==> src/hdl/rtd_pkg.sv <==
// Shared types, codes and tables of the ringtone text note decoder.
`default_nettype none
package rtd_pkg;

  // Field widths.
  localparam int CharW  = 8;
  localparam int NumW   = 16;
  localparam int OctW   = 4;
  localparam int HzW    = 20;
  localparam int SoundW = 19;
  localparam int GapW   = 16;
  localparam int WholeW = 18;
  localparam int CfgIdxW = 2;

  // Divider geometry.
  localparam int DivW     = 19;
  localparam int DivSteps = 19;
  localparam int DivCntW  = $clog2(DivSteps + 1);

  // Milliseconds in four beats of one minute.
  localparam logic [DivW-1:0] WholeMinuteMs = DivW'(240000);

  // Configuration register indexes.
  localparam logic [CfgIdxW-1:0] CFG_DURATION = 2'd0;
  localparam logic [CfgIdxW-1:0] CFG_OCTAVE   = 2'd1;
  localparam logic [CfgIdxW-1:0] CFG_TEMPO    = 2'd2;

  // Reset values of the configuration registers.
  localparam logic [NumW-1:0] DefDuration = 16'd4;
  localparam logic [OctW-1:0] DefOctave   = 4'd6;
  localparam logic [NumW-1:0] DefTempo    = 16'd63;

  // Event kinds.
  localparam logic [1:0] KIND_TONE  = 2'd0;
  localparam logic [1:0] KIND_REST  = 2'd1;
  localparam logic [1:0] KIND_DONE  = 2'd2;
  localparam logic [1:0] KIND_ERROR = 2'd3;

  // Text parse phases.
  typedef enum logic [3:0] {
    PH_NAME, PH_HSTART, PH_HSPACES, PH_HEQ, PH_HNUM, PH_HPOST, PH_NSTART,
    PH_NDUR, PH_NSHARP, PH_NDOT1, PH_NOCT0, PH_NOCT, PH_NDOT2, PH_NPOST,
    PH_WAIT
  } phase_e;

  // Sequencer states of the controller.
  typedef enum logic [2:0] {
    SQ_IDLE, SQ_STEP, SQ_DIVW, SQ_DIVN, SQ_NOTE, SQ_FLUSH
  } seq_e;

  // Number accumulator operations.
  typedef enum logic [1:0] {
    ACC_HOLD, ACC_CLEAR, ACC_DIGIT, ACC_ACCUM
  } acc_op_e;

  typedef struct packed {
    logic [CharW-1:0] char_code;
    logic             end_marker;
  } in_t;

  typedef struct packed {
    logic [1:0]        event_kind;
    logic [HzW-1:0]    tone_hz;
    logic [SoundW-1:0] sound_ms;
    logic [GapW-1:0]   gap_ms;
    logic              last_of_run;
  } out_t;

  // Commands from the controller to the datapath.
  typedef struct packed {
    logic    take;
    logic    load_song;
    logic    key_load;
    acc_op_e acc_op;
    logic    apply_pair;
    logic    oct_song;
    logic    oct_load;
    logic    dot_clear;
    logic    dot_set;
    logic    div_load;
    logic    rest_set;
    logic    idx_load;
    logic    idx_inc;
    logic    put_err;
    logic    put_done;
    logic    put_note;
    logic    flush;
    logic    div_start;
    logic    div_note;
  } cmd_t;

  // Status from the datapath to the controller.
  typedef struct packed {
    logic is_end;
    logic is_colon;
    logic is_space;
    logic is_digit;
    logic is_eq;
    logic is_comma;
    logic is_hash;
    logic is_dot;
    logic is_p;
    logic is_letter;
    logic zero_setting;
    logic pend_valid;
    logic out_free;
    logic div_done;
  } stat_t;

  // Octave-4 frequency of a note index.
  function automatic logic [8:0] base_hz(input logic [3:0] idx);
    logic [8:0] f;
    case (idx)
      4'd0:    f = 9'd262;
      4'd1:    f = 9'd277;
      4'd2:    f = 9'd294;
      4'd3:    f = 9'd311;
      4'd4:    f = 9'd330;
      4'd5:    f = 9'd349;
      4'd6:    f = 9'd370;
      4'd7:    f = 9'd392;
      4'd8:    f = 9'd415;
      4'd9:    f = 9'd440;
      4'd10:   f = 9'd466;
      4'd11:   f = 9'd494;
      default: f = 9'd0;
    endcase
    return f;
  endfunction

  // Tone of a note: doubled per octave above four, halved rounding up below.
  function automatic logic [HzW-1:0] tone_of(input logic [3:0] idx,
                                             input logic [OctW-1:0] oct);
    logic [HzW-1:0] f;
    logic [2:0]     k;
    f = {11'd0, base_hz(idx)};
    k = 3'd0;
    if (oct > 4'd4) begin
      f = f << (oct - 4'd4);
    end else begin
      k = 3'(4'd4 - oct);
      f = (f + ((HzW'(1) << k) - HzW'(1))) >> k;
    end
    return f;
  endfunction

endpackage
`default_nettype wire

==> src/hdl/rtd_divider.sv <==
// Restoring divider, one quotient bit per cycle.
`default_nettype none
module rtd_divider (
  input  wire logic                      clk_i,
  input  wire logic                      rst_ni,
  input  wire logic                      start_i,
  input  wire logic [rtd_pkg::DivW-1:0]  dividend_i,
  input  wire logic [rtd_pkg::NumW-1:0]  divisor_i,
  output logic                           done_o,
  output logic [rtd_pkg::DivW-1:0]       quotient_o
);

  logic [rtd_pkg::DivCntW-1:0] cnt_q, cnt_d;
  logic                        done_q, done_d;
  logic [rtd_pkg::NumW-1:0]    rem_q, rem_d;
  logic [rtd_pkg::DivW-1:0]    quo_q, quo_d;
  logic [rtd_pkg::NumW-1:0]    dsr_q, dsr_d;
  logic [rtd_pkg::NumW:0]      shifted;
  logic [rtd_pkg::NumW+1:0]    diff;

  // One trial subtraction per step.
  always_comb begin
    shifted = {rem_q, quo_q[rtd_pkg::DivW-1]};
    diff    = {1'b0, shifted} - {2'b00, dsr_q};
    cnt_d   = cnt_q;
    done_d  = 1'b0;
    rem_d   = rem_q;
    quo_d   = quo_q;
    dsr_d   = dsr_q;
    if (start_i) begin
      cnt_d = rtd_pkg::DivCntW'(rtd_pkg::DivSteps);
      rem_d = '0;
      quo_d = dividend_i;
      dsr_d = divisor_i;
    end else if (cnt_q != '0) begin
      cnt_d = cnt_q - rtd_pkg::DivCntW'(1);
      if (!diff[rtd_pkg::NumW+1]) begin
        rem_d = diff[rtd_pkg::NumW-1:0];
        quo_d = {quo_q[rtd_pkg::DivW-2:0], 1'b1};
      end else begin
        rem_d = shifted[rtd_pkg::NumW-1:0];
        quo_d = {quo_q[rtd_pkg::DivW-2:0], 1'b0};
      end
      done_d = (cnt_q == rtd_pkg::DivCntW'(1));
    end
  end

  always_ff @(posedge clk_i or negedge rst_ni) begin
    if (!rst_ni) begin
      cnt_q  <= '0;
      done_q <= 1'b0;
    end else begin
      cnt_q  <= cnt_d;
      done_q <= done_d;
    end
  end

  always_ff @(posedge clk_i) begin
    rem_q <= rem_d;
    quo_q <= quo_d;
    dsr_q <= dsr_d;
  end

  assign done_o     = done_q;
  assign quotient_o = quo_q;

endmodule
`default_nettype wire

==> src/hdl/rtd_datapath.sv <==
// Datapath: song settings, note fields, divider and result buffers.
`default_nettype none
module rtd_datapath (
  input  wire logic                        clk_i,
  input  wire logic                        rst_ni,
  input  wire rtd_pkg::in_t                in_data_i,
  input  wire logic                        cfg_we_i,
  input  wire logic [rtd_pkg::CfgIdxW-1:0] cfg_index_i,
  input  wire logic [rtd_pkg::NumW-1:0]    cfg_data_i,
  input  wire logic                        out_ready_i,
  input  wire rtd_pkg::cmd_t               cmd_i,
  output rtd_pkg::stat_t                   stat_o,
  output logic                             out_valid_o,
  output rtd_pkg::out_t                    out_data_o
);

  logic [rtd_pkg::CharW-1:0] char_q;
  logic                      end_q;
  logic [rtd_pkg::NumW-1:0]  def_dur_q, def_tempo_q, song_dur_q, song_tempo_q;
  logic [rtd_pkg::OctW-1:0]  def_oct_q, song_oct_q, note_oct_q;
  logic [rtd_pkg::WholeW-1:0] whole_q, ms_q;
  logic [rtd_pkg::CharW-1:0] key_q;
  logic [rtd_pkg::NumW-1:0]  acc_q, ndiv_q, acc_next;
  logic [3:0]                idx_q;
  logic                      rest_q, dot_q, div_sel_q, div_zero_q;
  rtd_pkg::out_t             pend_q, out_q, new_res;
  logic                      pend_valid_q, out_valid_q;
  logic [19:0]               acc_wide;
  logic [rtd_pkg::CharW-1:0] c_low;
  logic [rtd_pkg::NumW-1:0]  div_divisor;
  logic [rtd_pkg::DivW-1:0]  div_dividend, div_quo;
  logic                      div_done;
  logic [rtd_pkg::SoundW-1:0] note_ms;
  logic [rtd_pkg::SoundW+2:0] ms_x7;
  logic [rtd_pkg::SoundW-1:0] play_ms;
  logic [rtd_pkg::SoundW-1:0] gap_full;
  logic                      out_free, move_out;
  logic [3:0]                letter_idx;

  // Lowercase the incoming byte.
  always_comb begin
    c_low = in_data_i.char_code;
    if (c_low >= "A" && c_low <= "Z") c_low = c_low + 8'd32;
  end

  // Character classes of the held byte and the other status flags.
  always_comb begin
    stat_o.is_end    = end_q;
    stat_o.is_colon  = (char_q == ":");
    stat_o.is_space  = (char_q == " ") || (char_q == 8'h09) ||
                       (char_q == 8'h0d) || (char_q == 8'h0a);
    stat_o.is_digit  = (char_q >= "0") && (char_q <= "9");
    stat_o.is_eq     = (char_q == "=");
    stat_o.is_comma  = (char_q == ",");
    stat_o.is_hash   = (char_q == "#");
    stat_o.is_dot    = (char_q == ".");
    stat_o.is_p      = (char_q == "p");
    stat_o.is_letter = (char_q >= "a") && (char_q <= "g");
    stat_o.zero_setting = (song_tempo_q == '0) || (song_dur_q == '0);
    stat_o.pend_valid = pend_valid_q;
    stat_o.out_free  = out_free;
    stat_o.div_done  = div_done;
  end

  // Semitone index of a note letter.
  always_comb begin
    case (char_q)
      "c":     letter_idx = 4'd0;
      "d":     letter_idx = 4'd2;
      "e":     letter_idx = 4'd4;
      "f":     letter_idx = 4'd5;
      "g":     letter_idx = 4'd7;
      "a":     letter_idx = 4'd9;
      default: letter_idx = 4'd11;
    endcase
  end

  // Decimal accumulator with saturation.
  always_comb begin
    acc_wide = 20'(acc_q) * 20'd10 + 20'(char_q[3:0]);
    case (cmd_i.acc_op)
      rtd_pkg::ACC_CLEAR: acc_next = '0;
      rtd_pkg::ACC_DIGIT: acc_next = rtd_pkg::NumW'(char_q[3:0]);
      rtd_pkg::ACC_ACCUM: acc_next = (acc_wide > 20'd65535) ? 16'hffff : acc_wide[15:0];
      default:            acc_next = acc_q;
    endcase
  end

  // Divider operands.
  always_comb begin
    if (cmd_i.div_note) begin
      div_dividend = rtd_pkg::DivW'(whole_q);
      div_divisor  = (ndiv_q != '0) ? ndiv_q : song_dur_q;
    end else begin
      div_dividend = rtd_pkg::WholeMinuteMs;
      div_divisor  = song_tempo_q;
    end
  end

  rtd_divider u_div (
    .clk_i      (clk_i),
    .rst_ni     (rst_ni),
    .start_i    (cmd_i.div_start),
    .dividend_i (div_dividend),
    .divisor_i  (div_divisor),
    .done_o     (div_done),
    .quotient_o (div_quo)
  );

  // Note timing and the new result.
  always_comb begin
    note_ms  = rtd_pkg::SoundW'(ms_q) + (dot_q ? rtd_pkg::SoundW'(ms_q >> 1) : '0);
    ms_x7    = {3'b000, note_ms} * 22'd7;
    play_ms  = ms_x7[rtd_pkg::SoundW+2:3];
    gap_full = note_ms - play_ms;
    new_res  = '0;
    if (cmd_i.put_err) begin
      new_res.event_kind = rtd_pkg::KIND_ERROR;
    end else if (cmd_i.put_done) begin
      new_res.event_kind = rtd_pkg::KIND_DONE;
    end else if (rest_q) begin
      new_res.event_kind = rtd_pkg::KIND_REST;
      new_res.sound_ms   = note_ms;
    end else begin
      new_res.event_kind = rtd_pkg::KIND_TONE;
      new_res.tone_hz    = rtd_pkg::tone_of(idx_q, note_oct_q);
      new_res.sound_ms   = play_ms;
      new_res.gap_ms     = gap_full[rtd_pkg::GapW-1:0];
    end
  end

  assign out_free = !out_valid_q || out_ready_i;
  assign move_out = cmd_i.flush ||
                    ((cmd_i.put_err || cmd_i.put_done || cmd_i.put_note) && pend_valid_q);

  // Control registers.
  always_ff @(posedge clk_i or negedge rst_ni) begin
    if (!rst_ni) begin
      def_dur_q    <= rtd_pkg::DefDuration;
      def_oct_q    <= rtd_pkg::DefOctave;
      def_tempo_q  <= rtd_pkg::DefTempo;
      song_dur_q   <= rtd_pkg::DefDuration;
      song_oct_q   <= rtd_pkg::DefOctave;
      song_tempo_q <= rtd_pkg::DefTempo;
      whole_q      <= '0;
      key_q        <= '0;
      acc_q        <= '0;
      idx_q        <= '0;
      note_oct_q   <= '0;
      rest_q       <= 1'b0;
      dot_q        <= 1'b0;
      ndiv_q       <= '0;
      div_sel_q    <= 1'b0;
      div_zero_q   <= 1'b0;
      ms_q         <= '0;
      pend_valid_q <= 1'b0;
      out_valid_q  <= 1'b0;
    end else begin
      if (cfg_we_i) begin
        case (cfg_index_i)
          rtd_pkg::CFG_DURATION: def_dur_q   <= cfg_data_i;
          rtd_pkg::CFG_OCTAVE:   def_oct_q   <= cfg_data_i[rtd_pkg::OctW-1:0];
          rtd_pkg::CFG_TEMPO:    def_tempo_q <= cfg_data_i;
          default: ;
        endcase
      end
      if (cmd_i.load_song) begin
        song_dur_q   <= def_dur_q;
        song_oct_q   <= def_oct_q;
        song_tempo_q <= def_tempo_q;
      end
      if (cmd_i.apply_pair && acc_q != '0) begin
        if (key_q == "d") song_dur_q <= acc_q;
        else if (key_q == "o") song_oct_q <= (acc_q > 16'd15) ? 4'hf : acc_q[3:0];
        else if (key_q == "b") song_tempo_q <= acc_q;
      end
      if (cmd_i.key_load) key_q <= char_q;
      acc_q <= acc_next;
      if (cmd_i.oct_song) note_oct_q <= song_oct_q;
      if (cmd_i.oct_load) note_oct_q <= (acc_next > 16'd15) ? 4'hf : acc_next[3:0];
      if (cmd_i.dot_clear) dot_q <= 1'b0;
      if (cmd_i.dot_set) dot_q <= 1'b1;
      if (cmd_i.div_load) ndiv_q <= acc_next;
      if (cmd_i.rest_set) begin
        rest_q <= 1'b1;
        idx_q  <= '0;
      end
      if (cmd_i.idx_load) begin
        rest_q <= 1'b0;
        idx_q  <= letter_idx;
      end
      if (cmd_i.idx_inc) idx_q <= idx_q + 4'd1;
      if (cmd_i.div_start) begin
        div_sel_q  <= cmd_i.div_note;
        div_zero_q <= (div_divisor == '0);
      end
      if (div_done) begin
        if (div_sel_q) ms_q <= div_zero_q ? '0 : div_quo[rtd_pkg::WholeW-1:0];
        else whole_q <= div_zero_q ? '0 : div_quo[rtd_pkg::WholeW-1:0];
      end
      // Result buffers: the pending result moves to the output register.
      out_valid_q <= move_out || (out_valid_q && !out_ready_i);
      if (cmd_i.put_err || cmd_i.put_done || cmd_i.put_note) pend_valid_q <= 1'b1;
      else if (cmd_i.flush) pend_valid_q <= 1'b0;
    end
  end

  // Payload registers.
  always_ff @(posedge clk_i) begin
    if (cmd_i.take) begin
      char_q <= c_low;
      end_q  <= in_data_i.end_marker || (in_data_i.char_code == '0);
    end
    if (cmd_i.put_err || cmd_i.put_done || cmd_i.put_note) pend_q <= new_res;
    // The last-of-run flag is the low bit of the result.
    if (move_out) out_q <= {pend_q[$bits(rtd_pkg::out_t)-1:1], cmd_i.flush};
  end

  assign out_valid_o = out_valid_q;
  assign out_data_o  = out_q;

endmodule
`default_nettype wire

==> src/hdl/rtd_ctrl.sv <==
// Controller: parse phase machine and step sequencer.
`default_nettype none
module rtd_ctrl (
  input  wire logic           clk_i,
  input  wire logic           rst_ni,
  input  wire logic           in_valid_i,
  output logic                in_ready_o,
  input  wire rtd_pkg::stat_t stat_i,
  output rtd_pkg::cmd_t       cmd_o
);

  rtd_pkg::phase_e phase_q, phase_d;
  rtd_pkg::seq_e   seq_q, seq_d;
  rtd_pkg::cmd_t   act;
  rtd_pkg::phase_e act_phase;
  logic            again, need_put, can_put, ch_e, go_div_w, go_div_n;

  // Register state.
  always_ff @(posedge clk_i or negedge rst_ni) begin
    if (!rst_ni) begin
      phase_q <= rtd_pkg::PH_NAME;
      seq_q   <= rtd_pkg::SQ_IDLE;
    end else begin
      phase_q <= phase_d;
      seq_q   <= seq_d;
    end
  end

  assign can_put = !stat_i.pend_valid || stat_i.out_free;
  assign ch_e    = stat_i.is_end;

  // Action of one parse phase on the held byte.
  always_comb begin
    act       = '0;
    act_phase = phase_q;
    again     = 1'b0;
    go_div_w  = 1'b0;
    go_div_n  = 1'b0;
    unique case (phase_q)
      rtd_pkg::PH_NAME: begin
        if (ch_e) begin
          act.put_err = 1'b1;
        end else if (stat_i.is_colon) begin
          act.load_song = 1'b1;
          act_phase     = rtd_pkg::PH_HSTART;
        end
      end
      rtd_pkg::PH_HSTART: begin
        if (ch_e) begin
          act.put_err = 1'b1;
          act_phase   = rtd_pkg::PH_NAME;
        end else if (stat_i.is_colon) begin
          if (stat_i.zero_setting) begin
            act.put_err = 1'b1;
            act_phase   = rtd_pkg::PH_WAIT;
          end else begin
            act.div_start = 1'b1;
            go_div_w      = 1'b1;
            act_phase     = rtd_pkg::PH_NSTART;
          end
        end else if (stat_i.is_space) begin
          act_phase = rtd_pkg::PH_HSPACES;
        end else begin
          act.key_load = 1'b1;
          act_phase    = rtd_pkg::PH_HEQ;
        end
      end
      rtd_pkg::PH_HSPACES: begin
        if (ch_e) begin
          act.put_err = 1'b1;
          act_phase   = rtd_pkg::PH_NAME;
        end else if (!stat_i.is_space) begin
          act.key_load = 1'b1;
          act_phase    = rtd_pkg::PH_HEQ;
        end
      end
      rtd_pkg::PH_HEQ: begin
        if (!ch_e && stat_i.is_eq) begin
          act.acc_op = rtd_pkg::ACC_CLEAR;
          act_phase  = rtd_pkg::PH_HNUM;
        end else begin
          act.put_err = 1'b1;
          act_phase   = ch_e ? rtd_pkg::PH_NAME : rtd_pkg::PH_WAIT;
        end
      end
      rtd_pkg::PH_HNUM: begin
        if (!ch_e && stat_i.is_digit) begin
          act.acc_op = rtd_pkg::ACC_ACCUM;
        end else begin
          act.apply_pair = 1'b1;
          act_phase      = rtd_pkg::PH_HPOST;
          again          = 1'b1;
        end
      end
      rtd_pkg::PH_HPOST: begin
        if (ch_e || !stat_i.is_space) begin
          act_phase = rtd_pkg::PH_HSTART;
          again     = ch_e || !stat_i.is_comma;
        end
      end
      rtd_pkg::PH_NSTART, rtd_pkg::PH_NDUR: begin
        if (phase_q == rtd_pkg::PH_NSTART && ch_e) begin
          act.put_done = 1'b1;
          act_phase    = rtd_pkg::PH_NAME;
        end else if (phase_q == rtd_pkg::PH_NSTART && stat_i.is_space) begin
          act_phase = phase_q;
        end else if (phase_q == rtd_pkg::PH_NSTART && stat_i.is_digit) begin
          act.oct_song  = 1'b1;
          act.dot_clear = 1'b1;
          act.acc_op    = rtd_pkg::ACC_DIGIT;
          act_phase     = rtd_pkg::PH_NDUR;
        end else if (phase_q == rtd_pkg::PH_NDUR && !ch_e && stat_i.is_digit) begin
          act.acc_op = rtd_pkg::ACC_ACCUM;
        end else begin
          // Start of the note symbol.
          if (phase_q == rtd_pkg::PH_NSTART) begin
            act.oct_song  = 1'b1;
            act.dot_clear = 1'b1;
            act.acc_op    = rtd_pkg::ACC_CLEAR;
          end
          act.div_load = 1'b1;
          if (ch_e) begin
            act.put_err = 1'b1;
            act_phase   = rtd_pkg::PH_NAME;
          end else if (stat_i.is_p) begin
            act.rest_set = 1'b1;
            act_phase    = rtd_pkg::PH_NDOT1;
          end else if (stat_i.is_letter) begin
            act.idx_load = 1'b1;
            act_phase    = rtd_pkg::PH_NSHARP;
          end else begin
            act.put_err = 1'b1;
            act_phase   = rtd_pkg::PH_WAIT;
          end
        end
      end
      rtd_pkg::PH_NSHARP: begin
        act_phase = rtd_pkg::PH_NDOT1;
        if (!ch_e && stat_i.is_hash) act.idx_inc = 1'b1;
        else again = 1'b1;
      end
      rtd_pkg::PH_NDOT1: begin
        act_phase = rtd_pkg::PH_NOCT0;
        if (!ch_e && stat_i.is_dot) act.dot_set = 1'b1;
        else again = 1'b1;
      end
      rtd_pkg::PH_NOCT0, rtd_pkg::PH_NOCT: begin
        if (!ch_e && stat_i.is_digit) begin
          act.acc_op   = (phase_q == rtd_pkg::PH_NOCT0) ? rtd_pkg::ACC_DIGIT
                                                        : rtd_pkg::ACC_ACCUM;
          act.oct_load = 1'b1;
          act_phase    = rtd_pkg::PH_NOCT;
        end else begin
          act_phase = rtd_pkg::PH_NDOT2;
          again     = 1'b1;
        end
      end
      rtd_pkg::PH_NDOT2: begin
        if (!ch_e && stat_i.is_dot) act.dot_set = 1'b1;
        act.div_start = 1'b1;
        act.div_note  = 1'b1;
        go_div_n      = 1'b1;
        act_phase     = rtd_pkg::PH_NPOST;
      end
      rtd_pkg::PH_NPOST: begin
        if (ch_e || !stat_i.is_space) begin
          act_phase = rtd_pkg::PH_NSTART;
          again     = ch_e || !stat_i.is_comma;
        end
      end
      default: begin
        if (ch_e) act_phase = rtd_pkg::PH_NAME;
      end
    endcase
    need_put = act.put_err || act.put_done;
  end

  // Step sequencer.
  always_comb begin
    cmd_o      = '0;
    phase_d    = phase_q;
    seq_d      = seq_q;
    in_ready_o = 1'b0;
    unique case (seq_q)
      rtd_pkg::SQ_IDLE: begin
        in_ready_o = 1'b1;
        if (in_valid_i) begin
          cmd_o.take = 1'b1;
          seq_d      = rtd_pkg::SQ_STEP;
        end
      end
      rtd_pkg::SQ_STEP: begin
        if (!need_put || can_put) begin
          cmd_o   = act;
          phase_d = act_phase;
          if (go_div_w) seq_d = rtd_pkg::SQ_DIVW;
          else if (go_div_n) seq_d = rtd_pkg::SQ_DIVN;
          else if (!again) seq_d = rtd_pkg::SQ_FLUSH;
        end
      end
      rtd_pkg::SQ_DIVW: begin
        if (stat_i.div_done) seq_d = rtd_pkg::SQ_FLUSH;
      end
      rtd_pkg::SQ_DIVN: begin
        if (stat_i.div_done) seq_d = rtd_pkg::SQ_NOTE;
      end
      rtd_pkg::SQ_NOTE: begin
        if (can_put) begin
          cmd_o.put_note = 1'b1;
          seq_d = (!ch_e && stat_i.is_dot) ? rtd_pkg::SQ_FLUSH : rtd_pkg::SQ_STEP;
        end
      end
      rtd_pkg::SQ_FLUSH: begin
        if (!stat_i.pend_valid) begin
          seq_d = rtd_pkg::SQ_IDLE;
        end else if (stat_i.out_free) begin
          cmd_o.flush = 1'b1;
          seq_d       = rtd_pkg::SQ_IDLE;
        end
      end
      default: seq_d = rtd_pkg::SQ_IDLE;
    endcase
  end

endmodule
`default_nettype wire

==> src/hdl/ringtone_text_note_decoder_unit.sv <==
// Top level of the ringtone text note decoder.
//
//   channel  direction  handshake                payload
//   in       input      in_valid_i / in_ready_o  in_data_i  (char_code, end_marker)
//   out      output     out_valid_o / out_ready_i out_data_o (event, tone, times, last)
//   cfg      input      cfg_we_i                 cfg_index_i, cfg_data_i
//
// A byte is accepted in the idle state; the sequencer then steps through each
// parse phase that the byte passes and hands its last event to the output
// register. A tempo colon adds a divider wait; the byte that ends a note adds a
// divider wait and a step to post the note event. Reset loads the default
// settings and starts in the name phase. A stalled output holds the pending
// event and the sequencer waits; the next byte is taken once the last event
// sits in the output register.
`default_nettype none
module ringtone_text_note_decoder_unit (
  input  wire logic                        clk_i,
  input  wire logic                        rst_ni,
  input  wire logic                        in_valid_i,
  output logic                             in_ready_o,
  input  wire rtd_pkg::in_t                in_data_i,
  output logic                             out_valid_o,
  input  wire logic                        out_ready_i,
  output rtd_pkg::out_t                    out_data_o,
  input  wire logic                        cfg_we_i,
  input  wire logic [rtd_pkg::CfgIdxW-1:0] cfg_index_i,
  input  wire logic [rtd_pkg::NumW-1:0]    cfg_data_i
);

  rtd_pkg::cmd_t  cmd;
  rtd_pkg::stat_t stat;

  // Controller.
  rtd_ctrl u_ctrl (
    .clk_i      (clk_i),
    .rst_ni     (rst_ni),
    .in_valid_i (in_valid_i),
    .in_ready_o (in_ready_o),
    .stat_i     (stat),
    .cmd_o      (cmd)
  );

  // Datapath.
  rtd_datapath u_dp (
    .clk_i       (clk_i),
    .rst_ni      (rst_ni),
    .in_data_i   (in_data_i),
    .cfg_we_i    (cfg_we_i),
    .cfg_index_i (cfg_index_i),
    .cfg_data_i  (cfg_data_i),
    .out_ready_i (out_ready_i),
    .cmd_i       (cmd),
    .stat_o      (stat),
    .out_valid_o (out_valid_o),
    .out_data_o  (out_data_o)
  );

endmodule
`default_nettype wire

==> config.mk <==
export PLATFORM = sky130hd
export DESIGN_NAME = ringtone_text_note_decoder_unit
export DESIGN_NICKNAME = d
export VERILOG_FILES = /design/src/hdl/rtd_pkg.sv /design/src/hdl/rtd_divider.sv /design/src/hdl/rtd_datapath.sv /design/src/hdl/rtd_ctrl.sv /design/src/hdl/ringtone_text_note_decoder_unit.sv
export SDC_FILE = /design/constraint.sdc
export NUM_CORES = 1
export LEC_CHECK = 0
export BUFFER_PORTS_ARGS = -buffer_cell sky130_fd_sc_hd__buf_2
export CAP_MARGIN = 15
export CELL_PAD_IN_SITES_DETAIL_PLACEMENT = 1
export CELL_PAD_IN_SITES_GLOBAL_PLACEMENT = 1
export CORE_ASPECT_RATIO = 1.1
export CORE_UTILIZATION = 50
export DETAILED_ROUTE_END_ITERATION = 8
export HOLD_SLACK_MARGIN = 0.15
export PLACE_DENSITY = 0.79
export REMOVE_ABC_BUFFERS = 1
export SYNTH_ARGS = -nofsm -noshare
export SYNTH_HDL_FRONTEND = slang
export SYNTH_SLANG_ARGS = --single-unit
export TNS_END_PERCENT = 30
==> constraint.sdc <==
create_clock -name clk_i -period 15.8 [get_ports clk_i]
set_clock_uncertainty 0.05 [all_clocks]
set_input_delay 3.95 -clock clk_i [delete_from_list [all_inputs] [get_ports clk_i]]
set_output_delay 3.95 -clock clk_i [all_outputs]
set_load 0.02 [all_outputs]
### Word level (Yosys, flattened, before mapping)

Memory sizes are Yosys's and may differ from the RTL's.
Cells that the tools add are included.

* register bits after elaboration: 350
* memory bits (read-only): 144
* input bits: 32
* word-level logic and storage cells: 354
* memories kept: 1

Memories
* (no name shown): depth 16, bits a word 9, rd ports 1, clocked after memory_dff 0, write ports 0, line rtd_pkg.sv:113 `case (idx)`

* $add $sub $neg: 11
* multipliers: 2
* magnitude comparators: 10
* eq/ne operators: 58
* shifts and indexed selects: 3
* multiplexer cells: 161
* bitwise logic cells: 1
* reduce and logical (&&, ||, !) cells: 69

Operators by type and width (number)
* two-way mux 16 bit: 12
* two-way mux 4 bit: 29
* == test 8 x 7 -> 1 bit (second input constant): 10
* two-way mux 19 bit: 4
* two-way mux 1 bit: 66
* two-way mux 3 bit: 19
* == test 8 x 6 -> 1 bit (second input constant): 6
* logical NOT 16 bit: 3
* case mux 16 bit (3 select lines): 1
* case mux 4 bit (12 select lines): 1
* two-way mux 18 bit: 2
* > comparator 16 x 4 -> 1 bit (second input constant): 2
* nonzero test 16 bit: 2
* two-way mux 9 bit: 3
* == test 4 bit (second input constant): 6
* == test 8 x 4 -> 1 bit (second input constant): 3
* case mux 4 bit (6 select lines): 1
* multiplier 19 x 3 -> 22 bit (second input constant): 1
* adder 20 x 4 -> 20 bit: 1
* adder 9 x 20 -> 20 bit: 1
* > comparator 20 x 16 -> 1 bit (second input constant): 1
* two-way mux 20 bit: 1
* left shift 1 x 3 -> 20 bit (first input constant): 1
* left shift 9 x 4 -> 20 bit: 1
* other kinds (57): 138

### Logic depth before layout (Yosys ltp)

Gate-level depths: netlist of run 1.

* depth in word-level cells: 20
* depth in mapped cells: 27
* mapped depth without buffers: 27

### Modules after synthesis

A second synthesis of run 1 with hierarchy kept.

* cell total of the unflattened synthesis: 2210
* area, all modules: 21919.8 sq um

By module, submodules not included
* rtd_datapath: instances 1, cells an instance 1736, area each 17419.2 sq um, seq. area each 7800.0 sq um
* rtd_divider: instances 1, cells an instance 306, area each 3241.9 sq um, seq. area each 1521.5 sq um
* rtd_ctrl: instances 1, cells an instance 168, area each 1258.7 sq um, seq. area each 175.2 sq um

### Least setup slack after synthesis of run 1

OpenSTA, ideal clock, no wires.

* path kind: in2reg
* start: in out_ready_i
* end: reg u_dp.out_q (netlist bit u_dp.out_data_o[0]), enable pin
* setup time: 0.412 ns
* arrival: 5.929 ns
* data required time: 15.338 ns
* setup slack: 9.409 ns
* stages: 7
* buffers on the path: 1
* path through: nand2b_1 -> or2_0 -> nand2_1 -> nor2_1 -> buf_2 -> o21ai_0 -> inv_1

* longest elaborated chain between the ends: 9
* elaborated cells between the ends (all ways): 14
* classes of those cells: mux (7); reduce/logical (7)

Ends and longest elaborated chain
* start, declared: line ringtone_text_note_decoder_unit.sv:23 `input wire logic out_ready_i,`
* logical OR 1 bit (*): line rtd_datapath.sv:132 `assign out_free = !out_valid_q || out_ready_i;`
* logical OR 1 bit: line rtd_ctrl.sv:29 `assign can_put = !stat_i.pend_valid || stat_i.out_free;`
* logical OR 1 bit: line rtd_ctrl.sv:193 `if (!need_put || can_put) begin`
* two-way mux 19 bit: line rtd_ctrl.sv:193
* two-way mux 15 bit: line rtd_ctrl.sv:184 `unique case (seq_q)`
* logical OR 1 bit (2 in series): line rtd_datapath.sv:134 `((cmd_i.put_err || cmd_i.put_done || cmd_i.put_note) && pend_valid_q);`
* logical AND 1 bit: line rtd_datapath.sv:134
* logical OR 1 bit (*): line rtd_datapath.sv:133 `assign move_out = cmd_i.flush ||`
* named net u_dp.move_out: line rtd_datapath.sv:37 `logic out_free, move_out;`
* end signal, assigned: line rtd_datapath.sv:216 `if (move_out) out_q <= {pend_q[$bits(rtd_pkg::out_t)-1:1], cmd_i.flush};`
* end, declared: line rtd_datapath.sv:26 `rtd_pkg::out_t pend_q, out_q, new_res;`

Mark *: on every way through the listed nets, which the timed path passes. The rest lies on a longest branch.
A chain may end at the register's enable or synchronous reset.

### Final worst setup path of run 1

* start: reg u_dp.dot_q
* end: reg u_dp.pend_q[16] (netlist name), data pin

* longest elaborated chain between the ends: 4

Ends and longest elaborated chain
* start, declared: line rtd_datapath.sv:25 `logic rest_q, dot_q, div_sel_q, div_zero_q;`
* start signal, assigned: line rtd_datapath.sv:151 `dot_q <= 1'b0;`
* start signal, assigned: line rtd_datapath.sv:181 `if (cmd_i.dot_clear) dot_q <= 1'b0;`
* start signal, assigned: line rtd_datapath.sv:182 `if (cmd_i.dot_set) dot_q <= 1'b1;`
* two-way mux 17 bit (*): line rtd_datapath.sv:112 `note_ms = rtd_pkg::SoundW'(ms_q) + (dot_q ? rtd_pkg::SoundW'(ms_q >> 1) : '0);`
* adder 18 x 17 -> 19 bit (*): line rtd_datapath.sv:112
* multiplier 19 x 3 -> 22 bit: line rtd_datapath.sv:113 `ms_x7 = {3'b000, note_ms} * 22'd7;`
* subtractor 16 bit (*): line rtd_datapath.sv:115 `gap_full = note_ms - play_ms;`
* end signal, assigned: line rtd_datapath.sv:214 `if (cmd_i.put_err || cmd_i.put_done || cmd_i.put_note) pend_q <= new_res;`
* end, declared: line rtd_datapath.sv:26

Every way passes the cells marked *; elsewhere a longest branch is shown, timed or not.

==> results.cfg, run 1 <==
[floorplan]
die_w_um = 200.6
die_area_um2 = 44230
initial_core_util_pct = 51.05
die_y_um = 220.5
pin_count = 92
rows = 79
core_region_area_um2 = 42500

[synthesis]
synth_ff_type = edfxtp_1
synth_warnings = 0
syn_area_per_cell_um2 = 9.765
syn_area_um2 = 21700
seq_area_frac_synth_pct = 43.77
synth-edff-count = 159
ys_ff_latch = 350
async_flop_share_pct = 50.00
syn_inst = 2222
synthDistinctLibCells = 105

[critical_path]
arrival_ns = 6.82
ff2ff_path_depth = 27
crit_buf_inv = 2
end_kind = flip-flop
cp.depth = 27
cp.required_ns = 16.02
cp_top_family = compound AO/OA/AOI/OAI gates
critPathMaxStageDelay_ns = 0.56
worst-setup-path-type = reg -> reg
slowest_stage = fa_1
crit_path_start_kind = flip-flop
cp_max_fo = 18

[route]
drt_iter0_drc = 768
viasPerCell = 5.962
drt-total-wl_um = 56940
wl_per_cell_um = 19.86
routed-via-count = 17092
ant_nets = 0
drc = 0
drtPass1Iterations = 5

[placement]
port_buffers = 91
post-place-ws_ns = 8.712
place_congestion = 0.8961
placed_area_um2 = 22600
hpwl_um = 42230

[pwr]
p_per_area_nw_per_um2 = 188.9
power.leakage_nw = 10.41
ir_drop_uv = 95.11

[worst_hold_path]
whs_path_depth = 0
hp-class = reg -> reg

[global_route]
grt_max_degree = 73
grt_pass1_vias = 17775
track_usage_pct = 25.77
grt_first_pass_wirelength_um = 92400
antenna_found_initial = 0
grt_overflow_total = 0

[timing]
relSlewSlack_pct = 25.83
fin_setup_tns_ns = 0
rsz0062_at_grt = no
finalCriticalPeriod_ns = 6.599
min_period_over_period_pct = 41.77
fmax_mhz = 151.5
finalSetupViolations = 0
slew_viol_final = 0
fin_hold_ws_ns = 0.3688
fin_ws_ns = 9.201
tightest_slew_ns = 1.110
hold_viol = 0

[clock_network]
ctsHoldBuffers = 0
cts_resized = 0
numCtsBuffers = 38
tritoncts = done
cts_max_level = 2
clkTransAtPathRegs_ns = 0.06
post-cts-setup-buffers = 0
cts_buffer_depth = 3
clock_latency_ns = 0.56
clock_sinks = 350
clockRootBuffer = clkbuf_16

[final_layout]
nNetsFinal = 2463
diodes = 0
final_cell_area_um2 = 23870
area_growth_pct = 10.00
final_cell_mix = nor2_1, nand2_1, a21oi_1
drive_gt1_share_pct = 12.13
final_common_cell = nor2_1

[run_status]
status = finished clean

[run]
maxCapViolCount = 0
-- state kept, by name, indices dropped and copies added, names as in the netlist, 3 cells and up --
name and cells:
u_ctrl.seq_q 3, u_ctrl.phase_q 4, u_dp.ms_q 18, u_dp.idx_q 4
u_dp.song_oct_q 4, u_dp.def_tempo_q 16, u_dp.char_q 8, u_dp.whole_q 18
u_dp.ndiv_q 16, u_dp.out_data_o 58, u_dp.song_dur_q 16, u_dp.acc_q 16
u_dp.def_oct_q 4, u_dp.def_dur_q 16, u_dp.song_tempo_q 16, u_dp.key_q 8
u_dp.u_div.quotient_o 19, u_dp.note_oct_q 4, u_dp.u_div.dsr_q 16, u_dp.u_div.cnt_q 5
u_dp.u_div.rem_q 16, u_dp.pend_q 57
-- logic make-up (layout without fill, tap and decap cells) --
logic type                 Yosys count  in the layout  synth area share (%)
buffers and inverters              215            293                 3.788
and+or+nand+nor                    737            737                 16.81
xor gates and xnor gates            79             79                 3.287
DFF                                350            350                 43.77
adders and majority gates          159            159                 10.03
AOI/OAI and AO/OA                  564            564                 16.45
muxes                              118            118                 5.864
-- area by class of cell --
class	count	area, um^2
Clock buffer	57	1094
Clock inverter	11	103.9
Fill cell	4807	18630
Inverter	118	442.9
Multi-Input combinational cell	1657	11390
Sequential cell	350	9497
Tap cell	567	709.4
Timing Repair Buffer	107	628.1
-- path summary, 6_finish.rpt --
check	start	end	slack, ns
min in group asynchronous	rst_ni	u_dp.def_tempo_q[10]	3.30
max in group asynchronous	rst_ni	u_dp.key_q[7]	10.46
min reg2reg	u_dp.pend_q[27]	u_dp.out_data_o[27]	0.37
max	u_dp.dot_q	u_dp.pend_q[16]	9.20
min	u_dp.pend_q[27]	u_dp.out_data_o[27]	0.37
max reg2reg	u_dp.dot_q	u_dp.pend_q[16]	9.20
-- per-layer routing --
layer / track usage, % / routed length, um / share of wire, %
met1: 30.65 / 24170 / 42
met2: 47.92 / 29320 / 51
met3: 2.857 / 1638 / 2.9
met4: 9.771 / 1811 / 3.2
met5: 0 / 0 / 0
-- metrics by stage --
step | std cells | utilization [%] | total power, W
after global placement | 2796 | 53.18 | 0.003508
final | 2867 | 56.16 | 0.004508
after detailed placement | 2796 | 53.18 | 0.003636
after CTS | 2864 | 56.00 | 0.004539
after floorplan | 2125 | - | 0.003061
after global routing | 2867 | 56.16 | 0.004826
-- power breakdown --
group	internal [W]	switching (W)	leakage, nW
logic	0.000780	0.00123	6.11
clock network	0.000499	0.000370	0.586
registers	0.00143	0.000202	3.71
total	0.00271	0.00180	10.4
-- Yosys cell counts, drive strengths merged (39+ instances only) --
| cell type | count | area [um^2] |
|---|---|---|
| nand2 | 185 | 694.4 |
| ha | 134 | 1677 |
| nor3 | 61 | 321.6 |
| nor2 | 211 | 794.5 |
| inv | 117 | 439.2 |
| dfrtp | 157 | 3929 |
| mux2i | 64 | 653.1 |
| o21ai | 152 | 764.5 |
| nand3 | 39 | 195.2 |
| mux2 | 53 | 596.8 |
| edfxtp | 159 | 4775 |
| nand2b | 39 | 244.0 |
| clkbuf | 81 | 310.3 |
| a21oi | 176 | 880.8 |
| xnor2 | 43 | 384.1 |
No activity file was read; power rests on OpenSTA's default activity.
==> inputs of run 2 (changes only) <==
- CORE_UTILIZATION: 50 -> 45
- PLACE_DENSITY: 0.79 -> 0.75
- clock period: 15.8 -> 5.7 ns (I/O delays scaled with it)
==> run 2 against run 1 <==
- the run now ends with negative setup slack left
- power increased to 3.1 times the previous value
- die area increased by 11%
- maximum frequency increased by 14%
- critical path depth decreased by 2
- sequential power increased to 2.7 times the previous value
- critical path type unchanged
- critical endpoint is now u_dp.pend_q[15]
- largest power group unchanged
==> results.cfg, run 2 (same netlist as run 1, synthesis figures left out) <==
[worst_hold_path]
min_to = u_dp.out_data_o[44]
hp-class = reg -> reg
hold_start = u_dp.pend_q[44]
whs_path_depth = 0

[critical_path]
cp_max_fo = 6
worstReg2RegStart = u_dp.dot_q
cp.required_ns = 5.94
slowest_stage = fa_1
ff2ff_path_depth = 25
critPathMaxStageDelay_ns = 0.54
end_kind = flip-flop
r2r_end = u_dp.pend_q[15]
arrival_ns = 6.02
r2r_slack_ns = -0.09
worst-setup-path-type = reg -> reg
crit_path_start_kind = flip-flop

[clock_network]
tritoncts = done
cts_buffer_depth = 3
ctsHoldBuffers = 0
cts_max_level = 2
clock_latency_ns = 0.57
clkTransAtPathRegs_ns = 0.06
numCtsBuffers = 38
clockRootBuffer = clkbuf_16
clock_sinks = 350

[timing]
fmax_mhz = 172.7
slew_viol_final = 0
hold_viol = 0
tightest_slew_ns = 1.213
min_period_over_period_pct = 101.6
fin_ws_ns = -0.08972
finalCriticalPeriod_ns = 5.790
finalSetupViolations = 5
relSlewSlack_pct = 18.86
fin_hold_ws_ns = 0.3681

[final_layout]
fin_cells = 3040
nFillCells = 5391
largest_reg_flops = 58
drive_gt1_share_pct = 18.37
nNetsFinal = 2558
final_cell_mix = nor2_1, nand2_1, a21oi_1
final_common_cell = nor2_1
diodes = 0
area_growth_pct = 15.42
final_cell_area_um2 = 25040

[run]
maxCapViolCount = 0

[floorplan]
pin_count = 92
core_region_area_um2 = 47720
die_area_um2 = 49100
rows = 84
die_y_um = 232.3
die_w_um = 211.4
initial_core_util_pct = 45.47

[placement]
post-place-ws_ns = -0.3200
hpwl_um = 42760
place_congestion = 0.8940
placed_area_um2 = 23310
dp_cells = 2951
port_buffers = 91

[run_status]
status = finished, violations left
violations = negative setup slack

[pwr]
finalPower_w = 0.01379
ir_drop_uv = 363.8
power.leakage_nw = 10.93
p_per_area_nw_per_um2 = 550.8

[global_route]
grt_max_degree = 91
grt_pass1_vias = 18667
grt_overflow_total = 0
track_usage_pct = 23.93
grt_first_pass_wirelength_um = 94940
antenna_found_initial = 0

[route]
viasPerCell = 5.818
drt_iter0_drc = 722
ant_nets = 0
drt-total-wl_um = 60550
wl_per_cell_um = 19.92
drc = 0
drtPass1Iterations = 5
routed-via-count = 17688
[run 2: area by class of cell]
type	instances	area, um^2	area share [%]
Timing Repair Buffer	202	1328	5.301
Inverter	118	442.9	1.769
Multi-Input combinational cell	1657	11700	46.73
Tap cell	645	807.0	3.222
Sequential cell	350	9498	37.92
Clock buffer	51	1051	4.197
Clock inverter	17	214.0	0.8543
[run 2: how the worst max path moves through the flow]
stage                from              end  slack [ns]  cells past startpoint
4_1_cts        u_dp.dot_q  u_dp.pend_q[16]       0.005                     28
5_1_grt        u_dp.dot_q  u_dp.pend_q[15]       -0.33                     25
6_report       u_dp.dot_q  u_dp.pend_q[15]       -0.09                     25
3_3_place_gp   u_dp.dot_q  u_dp.pend_q[16]        -0.1                     27
2_1_floorplan  u_dp.dot_q  u_dp.pend_q[16]       -0.05                     25
3_5_place_dp   u_dp.dot_q  u_dp.pend_q[16]       -0.32                     27
[run 2: power breakdown]
| part | internal [W] | switching [W] |
|---|---|---|
| Clock | 0.00149 | 0.00105 |
| Sequential | 0.00396 | 0.000516 |
| Combinational | 0.00294 | 0.00383 |
| Total | 0.00839 | 0.00540 |
[run 2: critical path, delay by kind of cell, from the launching register on]
family / cells / cell delay [ns]
and+or+nand+nor: 2 / 0.21
xor gates and xnor gates: 3 / 0.55
adders and majority gates: 5 / 1.64
AOI/OAI and AO/OA: 11 / 2.19
DFF: 1 / 0.44
buffers and inverters: 4 / 0.44
[run 2: metrics by stage]
stage,setup TNS [ns],utilization [%]
CTS,0,51.62
global placement,-0.1410,48.85
floorplan,-0.05169,-
global route,-1.307,52.49
finish,-0.1416,52.49
detailed placement,-0.9092,48.85
[run 2: what timing repair did]
item,CTS,global route
buffers inserted,2,18
endpoints found under the setup margin,4,6
pin swaps,5,41
gates resized for setup,13,59
[run 2: layer usage]
layer | GRT usage, % | routed length (um)
met1 | 28.23 | 25030
met2 | 44.39 | 31820
met4 | 8.424 | 1900
met5 | 0 | 0
met3 | 2.827 | 1796
